**src/rtl/jtgp_pkg.sv**
```systemverilog
// ---------------------------------------------------------------------------
// jtgp_pkg
// Shared types, register map and helpers for the joystick to gimbal block.
// ---------------------------------------------------------------------------
package jtgp_pkg;

   localparam int HISTORY_DEPTH = 4;
   localparam int CSR_ADDR_W    = 5;
   localparam int CSR_DATA_W    = 32;

   // Register indexes (byte address is 4 * index)
   localparam logic [2:0] REG_BAND_LOW  = 3'd0;
   localparam logic [2:0] REG_BAND_HIGH = 3'd1;
   localparam logic [2:0] REG_PAN_MIN   = 3'd2;
   localparam logic [2:0] REG_PAN_MAX   = 3'd3;
   localparam logic [2:0] REG_TILT_MIN  = 3'd4;
   localparam logic [2:0] REG_TILT_MAX  = 3'd5;

   localparam logic [11:0] BAND_LOW_RST  = 12'd1400;
   localparam logic [11:0] BAND_HIGH_RST = 12'd1600;
   localparam logic signed [9:0] POS_MIN_RST = -10'sd90;
   localparam logic signed [9:0] POS_MAX_RST = 10'sd90;

   typedef enum logic [2:0] {
      SYM_HOME,
      SYM_L,
      SYM_R,
      SYM_U,
      SYM_D
   } jtgp_sym_type;

   // Entry 0 is the oldest move
   typedef jtgp_sym_type [HISTORY_DEPTH-1:0] jtgp_hist_type;

   typedef struct packed {
      logic [11:0]        band_low;
      logic [11:0]        band_high;
      logic signed [9:0]  pan_min;
      logic signed [9:0]  pan_max;
      logic signed [9:0]  tilt_min;
      logic signed [9:0]  tilt_max;
   } jtgp_cfg_type;

   typedef struct packed {
      logic signed [9:0]  pan;
      logic signed [9:0]  tilt;
      jtgp_hist_type      hist;
   } jtgp_state_type;

   function automatic jtgp_hist_type hist_push(jtgp_hist_type h, jtgp_sym_type s);
      jtgp_hist_type r;
      for (int i = 0; i < HISTORY_DEPTH - 1; i++) begin
         r[i] = h[i+1];
      end
      r[HISTORY_DEPTH-1] = s;
      return r;
   endfunction

endpackage

```
**src/rtl/jtgp_csr.sv**
```systemverilog
// ---------------------------------------------------------------------------
// jtgp_csr
// Configuration register file behind the APB-style port.
// ---------------------------------------------------------------------------
module jtgp_csr
   import jtgp_pkg::*;
(
   input  logic                   clock,
   input  logic                   reset,
   input  logic                   csr_psel,
   input  logic                   csr_penable,
   input  logic                   csr_pwrite,
   input  logic [CSR_ADDR_W-1:0]  csr_paddr,
   input  logic [CSR_DATA_W-1:0]  csr_pwdata,
   output logic [CSR_DATA_W-1:0]  csr_prdata,
   output logic                   csr_pready,
   output jtgp_cfg_type           cfg
);

   jtgp_cfg_type cfg_ff;
   logic         wr_en;
   logic [2:0]   reg_idx;

   assign csr_pready = 1'b1;
   assign wr_en      = csr_psel && csr_penable && csr_pwrite && csr_pready;
   assign reg_idx    = csr_paddr[4:2];
   assign cfg        = cfg_ff;

   always_ff @(posedge clock) begin
      if (reset) begin
         cfg_ff.band_low  <= BAND_LOW_RST;
         cfg_ff.band_high <= BAND_HIGH_RST;
         cfg_ff.pan_min   <= POS_MIN_RST;
         cfg_ff.pan_max   <= POS_MAX_RST;
         cfg_ff.tilt_min  <= POS_MIN_RST;
         cfg_ff.tilt_max  <= POS_MAX_RST;
      end else if (wr_en) begin
         case (reg_idx)
            REG_BAND_LOW:  cfg_ff.band_low  <= csr_pwdata[11:0];
            REG_BAND_HIGH: cfg_ff.band_high <= csr_pwdata[11:0];
            REG_PAN_MIN:   cfg_ff.pan_min   <= csr_pwdata[9:0];
            REG_PAN_MAX:   cfg_ff.pan_max   <= csr_pwdata[9:0];
            REG_TILT_MIN:  cfg_ff.tilt_min  <= csr_pwdata[9:0];
            REG_TILT_MAX:  cfg_ff.tilt_max  <= csr_pwdata[9:0];
            default: ;
         endcase
      end
   end

   always_comb begin
      case (reg_idx)
         REG_BAND_LOW:  csr_prdata = {20'd0, cfg_ff.band_low};
         REG_BAND_HIGH: csr_prdata = {20'd0, cfg_ff.band_high};
         REG_PAN_MIN:   csr_prdata = {{22{cfg_ff.pan_min[9]}}, cfg_ff.pan_min};
         REG_PAN_MAX:   csr_prdata = {{22{cfg_ff.pan_max[9]}}, cfg_ff.pan_max};
         REG_TILT_MIN:  csr_prdata = {{22{cfg_ff.tilt_min[9]}}, cfg_ff.tilt_min};
         REG_TILT_MAX:  csr_prdata = {{22{cfg_ff.tilt_max[9]}}, cfg_ff.tilt_max};
         default:       csr_prdata = '0;
      endcase
   end

endmodule

```
**src/rtl/jtgp_step.sv**
```systemverilog
// ---------------------------------------------------------------------------
// jtgp_step
// Next-state logic for one pulse pair: dead band, saturating steps, homing.
// ---------------------------------------------------------------------------
module jtgp_step
   import jtgp_pkg::*;
(
   input  jtgp_cfg_type    cfg,
   input  jtgp_state_type  cur,
   input  logic [11:0]     pulse_h,
   input  logic [11:0]     pulse_v,
   output jtgp_state_type  nxt,
   output logic            homed
);

   logic signed [10:0] pan_up, pan_dn, tilt_up, tilt_dn;
   logic signed [9:0]  pan_up_sat, pan_dn_sat, tilt_up_sat, tilt_dn_sat;
   logic               h_lo, h_hi, v_lo, v_hi;
   jtgp_hist_type      hist_h, hist_v;

   assign h_lo = pulse_h < cfg.band_low;
   assign h_hi = !h_lo && (pulse_h > cfg.band_high);
   assign v_lo = pulse_v < cfg.band_low;
   assign v_hi = !v_lo && (pulse_v > cfg.band_high);

   // 11-bit sums so the step cannot wrap before the clamp
   assign pan_up  = {cur.pan[9], cur.pan} + 11'sd1;
   assign pan_dn  = {cur.pan[9], cur.pan} - 11'sd1;
   assign tilt_up = {cur.tilt[9], cur.tilt} + 11'sd1;
   assign tilt_dn = {cur.tilt[9], cur.tilt} - 11'sd1;

   assign pan_up_sat  = (pan_up > $signed({cfg.pan_max[9], cfg.pan_max})) ?
                        cfg.pan_max : pan_up[9:0];
   assign pan_dn_sat  = (pan_dn < $signed({cfg.pan_min[9], cfg.pan_min})) ?
                        cfg.pan_min : pan_dn[9:0];
   assign tilt_up_sat = (tilt_up > $signed({cfg.tilt_max[9], cfg.tilt_max})) ?
                        cfg.tilt_max : tilt_up[9:0];
   assign tilt_dn_sat = (tilt_dn < $signed({cfg.tilt_min[9], cfg.tilt_min})) ?
                        cfg.tilt_min : tilt_dn[9:0];

   always_comb begin
      hist_h = cur.hist;
      if (h_lo) begin
         hist_h = hist_push(cur.hist, SYM_L);
      end else if (h_hi) begin
         hist_h = hist_push(cur.hist, SYM_R);
      end

      hist_v = hist_h;
      if (v_lo) begin
         hist_v = hist_push(hist_h, SYM_U);
      end else if (v_hi) begin
         hist_v = hist_push(hist_h, SYM_D);
      end

      homed = (hist_v[0] == SYM_L) && (hist_v[1] == SYM_R) &&
              (hist_v[2] == SYM_L) && (hist_v[3] == SYM_R);

      if (homed) begin
         nxt.pan  = '0;
         nxt.tilt = '0;
         nxt.hist = hist_push(hist_v, SYM_HOME);
      end else begin
         nxt.pan  = h_lo ? pan_dn_sat : (h_hi ? pan_up_sat : cur.pan);
         nxt.tilt = v_lo ? tilt_up_sat : (v_hi ? tilt_dn_sat : cur.tilt);
         nxt.hist = hist_v;
      end
   end

endmodule

```
**src/rtl/joystick_to_gimbal_position.sv**
```systemverilog
// ---------------------------------------------------------------------------
// joystick_to_gimbal_position
// Steps pan and tilt positions from stick pulse widths, with l,r,l,r homing.
// ---------------------------------------------------------------------------
// Channel   | Direction | Contents
// req_      | in        | pulse_h, pulse_v
// rsp_      | out       | pan_pos, tilt_pos, homed (tuser)
// csr_      | in        | six config registers at 4*index
//
// One request per cycle while the result is not stalled; the input register loads
// at the accepting edge, the result register once it is free or being drained.
// Position and history update combinationally between the two registers.
// A stalled result holds the result register; the input register still takes
// one more request behind it.
// Reset clears positions to 0, history to home and restores default limits.
// ---------------------------------------------------------------------------
module joystick_to_gimbal_position
   import jtgp_pkg::*;
(
   input  logic                   clock,
   input  logic                   reset,
   input  logic                   req_tvalid,
   output logic                   req_tready,
   input  logic [23:0]            req_tdata,   // [11:0] pulse_h, [23:12] pulse_v
   output logic                   rsp_tvalid,
   input  logic                   rsp_tready,
   output logic [23:0]            rsp_tdata,   // [9:0] pan_pos, [19:10] tilt_pos, pad
   output logic                   rsp_tuser,   // [0] homed
   input  logic                   csr_psel,
   input  logic                   csr_penable,
   input  logic                   csr_pwrite,
   input  logic [CSR_ADDR_W-1:0]  csr_paddr,
   input  logic [CSR_DATA_W-1:0]  csr_pwdata,
   output logic [CSR_DATA_W-1:0]  csr_prdata,
   output logic                   csr_pready
);

   jtgp_cfg_type    cfg;
   jtgp_state_type  state_ff, state_in;
   logic            in_vld_ff;
   logic [11:0]     pulse_h_ff, pulse_v_ff;
   logic            out_vld_ff;
   logic [9:0]      pan_out_ff, tilt_out_ff;
   logic            homed_ff, homed_in;
   logic            advance, fire;

   jtgp_csr u_csr (
      .clock       (clock),
      .reset       (reset),
      .csr_psel    (csr_psel),
      .csr_penable (csr_penable),
      .csr_pwrite  (csr_pwrite),
      .csr_paddr   (csr_paddr),
      .csr_pwdata  (csr_pwdata),
      .csr_prdata  (csr_prdata),
      .csr_pready  (csr_pready),
      .cfg         (cfg)
   );

   jtgp_step u_step (
      .cfg     (cfg),
      .cur     (state_ff),
      .pulse_h (pulse_h_ff),
      .pulse_v (pulse_v_ff),
      .nxt     (state_in),
      .homed   (homed_in)
   );

   // result register free or being drained this cycle
   assign advance    = !out_vld_ff || rsp_tready;
   assign fire       = in_vld_ff && advance;
   assign req_tready = !in_vld_ff || advance;

   always_ff @(posedge clock) begin
      if (reset) begin
         in_vld_ff <= 1'b0;
      end else if (req_tready) begin
         in_vld_ff <= req_tvalid;
      end
   end

   always_ff @(posedge clock) begin
      if (req_tvalid && req_tready) begin
         pulse_h_ff <= req_tdata[11:0];
         pulse_v_ff <= req_tdata[23:12];
      end
   end

   always_ff @(posedge clock) begin
      if (reset) begin
         state_ff.pan  <= '0;
         state_ff.tilt <= '0;
         state_ff.hist <= {HISTORY_DEPTH{SYM_HOME}};
         out_vld_ff    <= 1'b0;
      end else begin
         if (fire) begin
            state_ff <= state_in;
         end
         if (advance) begin
            out_vld_ff <= in_vld_ff;
         end
      end
   end

   always_ff @(posedge clock) begin
      if (fire) begin
         pan_out_ff  <= state_in.pan;
         tilt_out_ff <= state_in.tilt;
         homed_ff    <= homed_in;
      end
   end

   assign rsp_tvalid = out_vld_ff;
   assign rsp_tdata  = {4'd0, tilt_out_ff, pan_out_ff};
   assign rsp_tuser  = homed_ff;

endmodule

```
**config.mk**
```make
export PLATFORM = sky130hd
export DESIGN_NAME = joystick_to_gimbal_position
export DESIGN_NICKNAME = d
export VERILOG_FILES = /design/src/rtl/jtgp_pkg.sv /design/src/rtl/jtgp_csr.sv /design/src/rtl/jtgp_step.sv /design/src/rtl/joystick_to_gimbal_position.sv
export SDC_FILE = /design/constraint.sdc
export NUM_CORES = 1
export LEC_CHECK = 0
export ABC_AREA = 0
export BUFFER_PORTS_ARGS = -buffer_cell sky130_fd_sc_hd__buf_2
export CAP_MARGIN = 5
export CORE_ASPECT_RATIO = 0.6
export CORE_MARGIN = 5
export CORE_UTILIZATION = 40
export CTS_BUF_LIST = sky130_fd_sc_hd__clkbuf_8 sky130_fd_sc_hd__clkbuf_16
export DETAILED_ROUTE_END_ITERATION = 8
export GPL_TIMING_DRIVEN = 0
export MAX_ROUTING_LAYER = met4
export PLACE_DENSITY = 0.65
export SETUP_SLACK_MARGIN = 0.5
export SLEW_MARGIN = 20
export SYNTH_ARGS = -nofsm -noshare
export SYNTH_HDL_FRONTEND = slang
export SYNTH_SLANG_ARGS = --single-unit
```
**constraint.sdc**
```tcl
create_clock -name clock -period 8 [get_ports clock]
set_clock_uncertainty 0.15 [all_clocks]
set_input_delay 1.6 -clock clock [delete_from_list [all_inputs] [get_ports clock]]
set_output_delay 1.6 -clock clock [all_outputs]
set_load 0.1 [all_outputs]
```
==> flow_summary_export.csv, run 1 <==
group,metric,value,unit
run_status,status,"complete, no violations",
global_route,grt_usage,23.65,%
clock_network,clk_pin_slew_worst_paths,70,ps
sta,hold_viol_final,0,
logic_synthesis,syn_area,9863,µm²
clock_network,cts_made_buffers,17,
pwr,internal-power,0.001520,W
sta,setup-tns-final,0,ps
logic_synthesis,synth_seq_cells,143,
die,ios,128,
job,max_cap_viol_count,0,
pwr,swShare,39.07,%
placed_design,place.gp.congestion,0.9857,
placed_design,port_buffers,99,
final_layout,syn_to_final_growth,15.02,%
final_layout,fin_nets,1435,
logic_synthesis,ys_async_sr_fraction,0,%
worst_setup_path,required,6250,ps
sta,fmax,157.5,MHz
route,viasPerCell,5.678,
logic_synthesis,ys_seq_area_share,33.59,%
final_layout,fillers,2385,
die,core-area,24220,µm²
logic_synthesis,ys_types,81,
clock_network,clock_insertion_delay_worst_skew,440,ps
pwr,net-switching-power,0.0009745,W
placed_design,place_hpwl,26.41,mm
clock_network,hold_buffers,0,
global_route,grt_remaining_overflow,0,
global_route,antenna_found_initial,1,
route,drc,0,
sta,worstMarginPinSlew,1059,ps
pwr,power_frac_clock,31.5,%
sta,fin_crit,6350,ps
pwr,ir_drop,0.1540,mV
clock_network,clk_path_buf_depth,2,
die,dieWidth,212.7,µm
pwr,p_seq_share,32.8,%
worst_hold_path,hold_class,"reg2reg",
sta,rsz0062_at_grt,"false",
die,design.die.area,28000,µm²
die,initial_core_util,40.72,%
route,drt_wl_total,32.86,mm
route,routed-via-count,9148,
clock_network,post_cts_buffers,0,
clock_network,cts.sinks,143,
global_route,grt_pass1_wl,49.96,mm
die,die_y,131.6,µm
clock_network,cts_resized,0,
clock_network,cts_tree,"built",
pwr,p_per_area,219.8,nW/µm²
route,antenna_left,0,
route,first_pass_iters,5,
worst_setup_path,crit_arrival,4600,ps
sta,final_max_slew_viol_count,0,
pwr,p_total,0.002494,W
sta,relSlewSlack,28.84,%
final_layout,finalCoreUtilization,46.83,%
route,drt-initial-drc-count,1148,
logic_synthesis,syn_area_per_cell,8.547,µm²
clock_network,htree_levels,4,
final_layout,drive_gt1_share,15.53,%
route,detail_route.wl_per_cell,20.40,µm
pwr,power_frac_comb,35.7,%
logic_synthesis,ys.flop_type,"dfxtp_1",
logic_synthesis,synth-edff-count,45,
worst_setup_path,crit_path_max_fanout,20,
worst_setup_path,start_kind,"primary input",
worst_setup_path,crit_type,"in2out",
global_route,grt_pass1_vias,8337,
sta,timing.final.crit_share,79.38,%
logic_synthesis,ys.warnings.count,0,
worst_setup_path,worstSetupEndpointType,"primary output",
clock_network,cts-root-buf,"clkbuf_16",
pwr,p_leak,4.842,nW
global_route,grt_max_degree,31,
die,row_count,44,
logic_synthesis,syn_inst,1154,
sta,setup_viol,0,
==> area by class of cell <==
type,count,area (µm²),share of cell area (%)
diodes,1,2.502,0.02206
plain buffers,90,462.9,4.081
clock buffers,19,452.9,3.993
clock inverters,13,113.9,1.004
inverters,89,334.1,2.945
multi-input cells,835,5767,50.83
flip-flops and latches,143,3313,29.20
well taps,322,402.9,3.551
repair buffers,99,495.5,4.367
==> registers in the layout (all words and copies together), names as in the netlist <==
register	cells
rsp_tvalid	1
in_vld_ff	1
pulse_h_ff	12
u_csr.cfg	64
pulse_v_ff	12
state_ff	32
pan_out_ff	10
tilt_out_ff	10
rsp_tuser	1
==> through the flow <==
| stage | hold slack (ps) | std cells | cell area (µm²) | worst slack (ps) |
|---|---|---|---|---|
| floorplan | 286.3 | 1157 | 9874 | 1774 |
| global placement | 290.9 | 1578 | 10770 | 1775 |
| detailed placement | 297.2 | 1578 | 10770 | 1789 |
| CTS | 305.3 | 1610 | 11340 | 1781 |
| global route | 318.7 | 1611 | 11340 | 1637 |
| finish | 311.3 | 1611 | 11340 | 1650 |
==> power by group through the flow <==
stage	registers [W]	logic, W	clock network [W]
after global placement	0.000833	0.000861	0
after CTS	0.000817	0.000878	0.000789
after detailed placement	0.000833	0.000873	0
final	0.000818	0.000890	0.000787
after global routing	0.000821	0.000960	0.000824
after floorplan	0.000910	0.000591	0
==> synth_stat cells (all sizes together), types with 7 or more instances <==
cell / instances / area share, %
or3: 7 / 0.44
edfxtp: 45 / 14
a22oi: 14 / 1.1
a21oi: 76 / 3.9
nor3: 17 / 0.96
nor2b: 17 / 1.1
o221ai: 11 / 1.1
ha: 92 / 12
nand3b: 7 / 0.53
nand4: 17 / 1.2
a21o: 9 / 0.68
nor2: 116 / 4.4
a22o: 11 / 0.98
o31ai: 17 / 1.4
dfxtp: 98 / 20
and2: 12 / 0.76
xnor2: 18 / 1.6
nand2: 115 / 4.4
a211oi: 17 / 1.4
clkbuf: 55 / 2.1
inv: 88 / 3.3
o21a: 11 / 0.85
mux2i: 48 / 4.9
a31oi: 11 / 0.85
o21ai: 52 / 2.7
buf: 35 / 2.6
o22ai: 8 / 0.51
and3: 7 / 0.44
nand3: 22 / 1.1
xor2: 13 / 1.2
a211o: 25 / 2.2
==> logic make-up after synthesis <==
group | after synthesis | share of synthesized area (%)
other cells | 2 | 0.07614
simple gates | 358 | 16.92
compound gates | 296 | 21.48
flops | 143 | 33.59
mux | 53 | 5.442
fa+ha+maj | 92 | 11.67
xor+xnor | 31 | 2.753
buf+inv | 179 | 8.068
==> critical path, stage by stage <==
cell      delay, ps
buf_2           130
clkbuf_1        500
clkbuf_1        650
a21oi_1         240
a22oi_1         510
inv_1           430
buf_4           250
buf_2           280
==> cells in the final DEF, fill, tap and decap left out, types with 16 or more instances in the layout <==
master / synthesis / final
a21oi_1: 74 / 74
ha_1: 92 / 92
inv_1: 87 / 88
clkbuf_16: 0 / 17
dfxtp_1: 98 / 98
nand3_1: 22 / 22
buf_4: 26 / 26
nand4_1: 16 / 16
nand2_1: 113 / 113
o21ai_0: 44 / 44
nor2_1: 116 / 116
buf_2: 3 / 103
xnor2_1: 18 / 18
edfxtp_1: 45 / 45
a211o_1: 24 / 24
clkbuf_1: 55 / 55
mux2i_1: 48 / 48
nor2b_1: 17 / 17
o31ai_1: 16 / 16
==> metal layers <==
layer / wire length [µm] / track usage [%]
met4: 565 / 4.902
met5: 0 / -
met1: 16320 / 37.04
met2: 12370 / 29.62
met3: 3607 / 6.432
==> worst paths after layout <==
path	startpoint	end	slack (ps)	depth (start not counted)
setup reg to reg	state_ff[24]	pan_out_ff[7]	3120	15
hold reg to reg	u_csr.cfg[48]	u_csr.cfg[48]	310	2
setup / recovery	csr_paddr[2]	csr_prdata[26]	1650	8
hold / removal	u_csr.cfg[48]	u_csr.cfg[48]	310	2
(Power assumes the default switching activity.)
==> run 2: changes to the inputs <==
==> constraint.sdc (replaced) <==
create_clock -name clock -period 6.1 [get_ports clock]
set_clock_uncertainty 0.15 [all_clocks]
set_input_delay 1.22 -clock clock [delete_from_list [all_inputs] [get_ports clock]]
set_output_delay 1.22 -clock clock [all_outputs]
set_load 0.1 [all_outputs]
==> flow_summary_export.csv, run 2 (same netlist as run 1, synthesis figures left out) <==
group,metric,value,unit
worst_setup_path,rr_startpoint,"state_ff[24]",
pwr,power_frac_clock,31.5,%
clock_network,cts.sinks,143,
worst_setup_path,cp.buffers_inverters,6,
final_layout,finalCoreUtilization,46.84,%
route,detail_route.wl_per_cell,20.36,µm
worst_setup_path,path_common_cell,"buf_2",
clock_network,clk_path_buf_depth,2,
die,initial_core_util,40.72,%
die,row_count,44,
sta,setup-tns-final,0,ps
worst_setup_path,crit_arrival,3930,ps
die,ios,128,
global_route,grt_remaining_overflow,0,
sta,timing.final.crit_share,86.89,%
route,viasPerCell,5.675,
global_route,grt_pass1_wl,49.96,mm
clock_network,clock_insertion_delay_worst_skew,440,ps
job,max_cap_viol_count,0,
sta,hold_viol_final,0,
sta,setup_viol,0,
worst_setup_path,r2r_cells,15,
pwr,ir_drop,0.2019,mV
worst_hold_path,hold_depth,2,
placed_design,place_hpwl,26.41,mm
pwr,p_per_area,288.0,nW/µm²
worst_setup_path,r2r_end,"pan_out_ff[7]",
global_route,grt_pass1_vias,8337,
pwr,power_frac_comb,35.7,%
placed_design,port_buffers,99,
pwr,swShare,39.01,%
clock_network,cts_tree,"built",
sta,fmax,188.7,MHz
worst_setup_path,slowest_stage,"clkbuf_1",
worst_hold_path,worstHoldEndpoint,"u_csr.cfg[45]",
worst_setup_path,required,4730,ps
sta,final_max_slew_viol_count,0,
route,routed-via-count,9143,
route,first_pass_iters,7,
final_layout,largest_register_ffs,64,
pwr,internal-power,0.001993,W
sta,relSlewSlack,27.42,%
global_route,grt_usage,23.65,%
worst_setup_path,cp.depth,8,
worst_setup_path,critPathMaxStageDelay,510,ps
final_layout,stdcell_area,11350,µm²
die,dieWidth,212.7,µm
final_layout,fillers,2387,
pwr,p_leak,4.845,nW
route,drc,0,
placed_design,place.gp.congestion,0.9857,
sta,rsz0062_at_grt,"false",
worst_setup_path,start_kind,"primary input",
final_layout,syn_to_final_growth,15.03,%
worst_setup_path,regToRegSetupSlack,1210,ps
worst_setup_path,crit_type,"in2out",
global_route,antenna_found_initial,1,
final_layout,drive_gt1_share,15.61,%
final_layout,final_cell_mix,"116 x nor2_1, 113 x nand2_1, 103 x buf_2, 98 x dfxtp_1, 92 x ha_1",
final_layout,fin_nets,1435,
clock_network,cts_made_buffers,17,
worst_setup_path,crit_family,"buffers and inverters",
pwr,p_seq_share,32.8,%
sta,worstMarginPinSlew,1089,ps
clock_network,cts-root-buf,"clkbuf_16",
pwr,net-switching-power,0.001275,W
worst_hold_path,hold_class,"reg2reg",
global_route,grt_max_degree,31,
worst_setup_path,crit_path_max_fanout,20,
run_status,status,"complete, no violations",
die,design.die.area,28000,µm²
sta,fin_crit,5300,ps
final_layout,final_common_cell,"nor2_1",
worst_setup_path,worstSetupEndpointType,"primary output",
worst_setup_path,path_cells,"buf_2, clkbuf_1, clkbuf_2, a21oi_1, a22oi_1, inv_1, buf_4, buf_2",
worst_hold_path,hold_start,"u_csr.cfg[45]",
placed_design,place_area,10770,µm²
die,die_y,131.6,µm
route,drt-initial-drc-count,1165,
clock_network,clk_pin_slew_worst_paths,60,ps
route,drt_wl_total,32.80,mm
clock_network,htree_levels,4,
route,antenna_left,0,
die,core-area,24220,µm²
-- run 2: cell counts in the layout (fill, tap and decap cells not counted) --
No cell type changed its count.
-- run 2: worst max path at each step --
stage	end	startpoint	slack (ps)
6_report	csr_prdata[26]	csr_paddr[2]	800
4_1_cts	csr_prdata[14]	csr_paddr[2]	640
2_1_floorplan	csr_prdata[10]	csr_paddr[3]	630
3_5_place_dp	csr_prdata[14]	csr_paddr[2]	650
5_1_grt	csr_prdata[25]	csr_paddr[2]	780
3_3_place_gp	csr_prdata[26]	csr_paddr[2]	640
-- run 2: layer usage --
layer / wire, µm / vias up / global-route usage [%]
li1: - / 4352 / -
met1: 16290 / 4357 / 37.04
met2: 12350 / 397 / 29.62
met3: 3585 / 37 / 6.432
met4: 577 / 0 / 4.902
met5: 0 / - / -
-- run 2: what timing repair did --
action	in CTS	in global routing
hold buffers	0	0
gates resized for setup	0	2
setup buffers	0	0
setup endpoints to repair	0	5
endpoints found under the hold margin	0	0
-- run 2: area by class of cell --
class	count	area (µm²)	share of cell area, %
Timing Repair Buffer	99	495.5	4.367
Clock buffer	19	452.9	3.992
Sequential cell	143	3313	29.20
Inverter	89	334.1	2.944
Antenna cell	1	2.502	0.02206
Buffer	90	464.2	4.091
Multi-Input combinational cell	835	5767	50.83
Tap cell	322	402.9	3.551
Clock inverter	13	113.9	1.004
-- run 2: power by group through the flow --
stage,Sequential [W],Combinational (W),Clock (W)
final,0.00107,0.00117,0.00103
after global routing,0.00108,0.00126,0.00108
after CTS,0.00107,0.00115,0.00103
after detailed placement,0.00109,0.00115,0
after global placement,0.00109,0.00113,0
after floorplan,0.00119,0.000775,0
-- run 2: metrics by stage --
step	std cells	hold WS (ps)	total power [W]	worst slack, ps
after detailed placement	1578	297.2	0.002237	649.5
final	1611	311.0	0.003268	799.6
after floorplan	1157	286.3	0.001968	634.2
after CTS	1610	305.3	0.003258	640.7
after global routing	1611	318.7	0.003416	782.5
after global placement	1578	290.9	0.002221	635.0
-- run 2: tightest hold or removal path, stage by stage, from the launching register on --
cell and delay [ps]:
dfxtp_1 310, nand2_1 50, a21oi_1 50
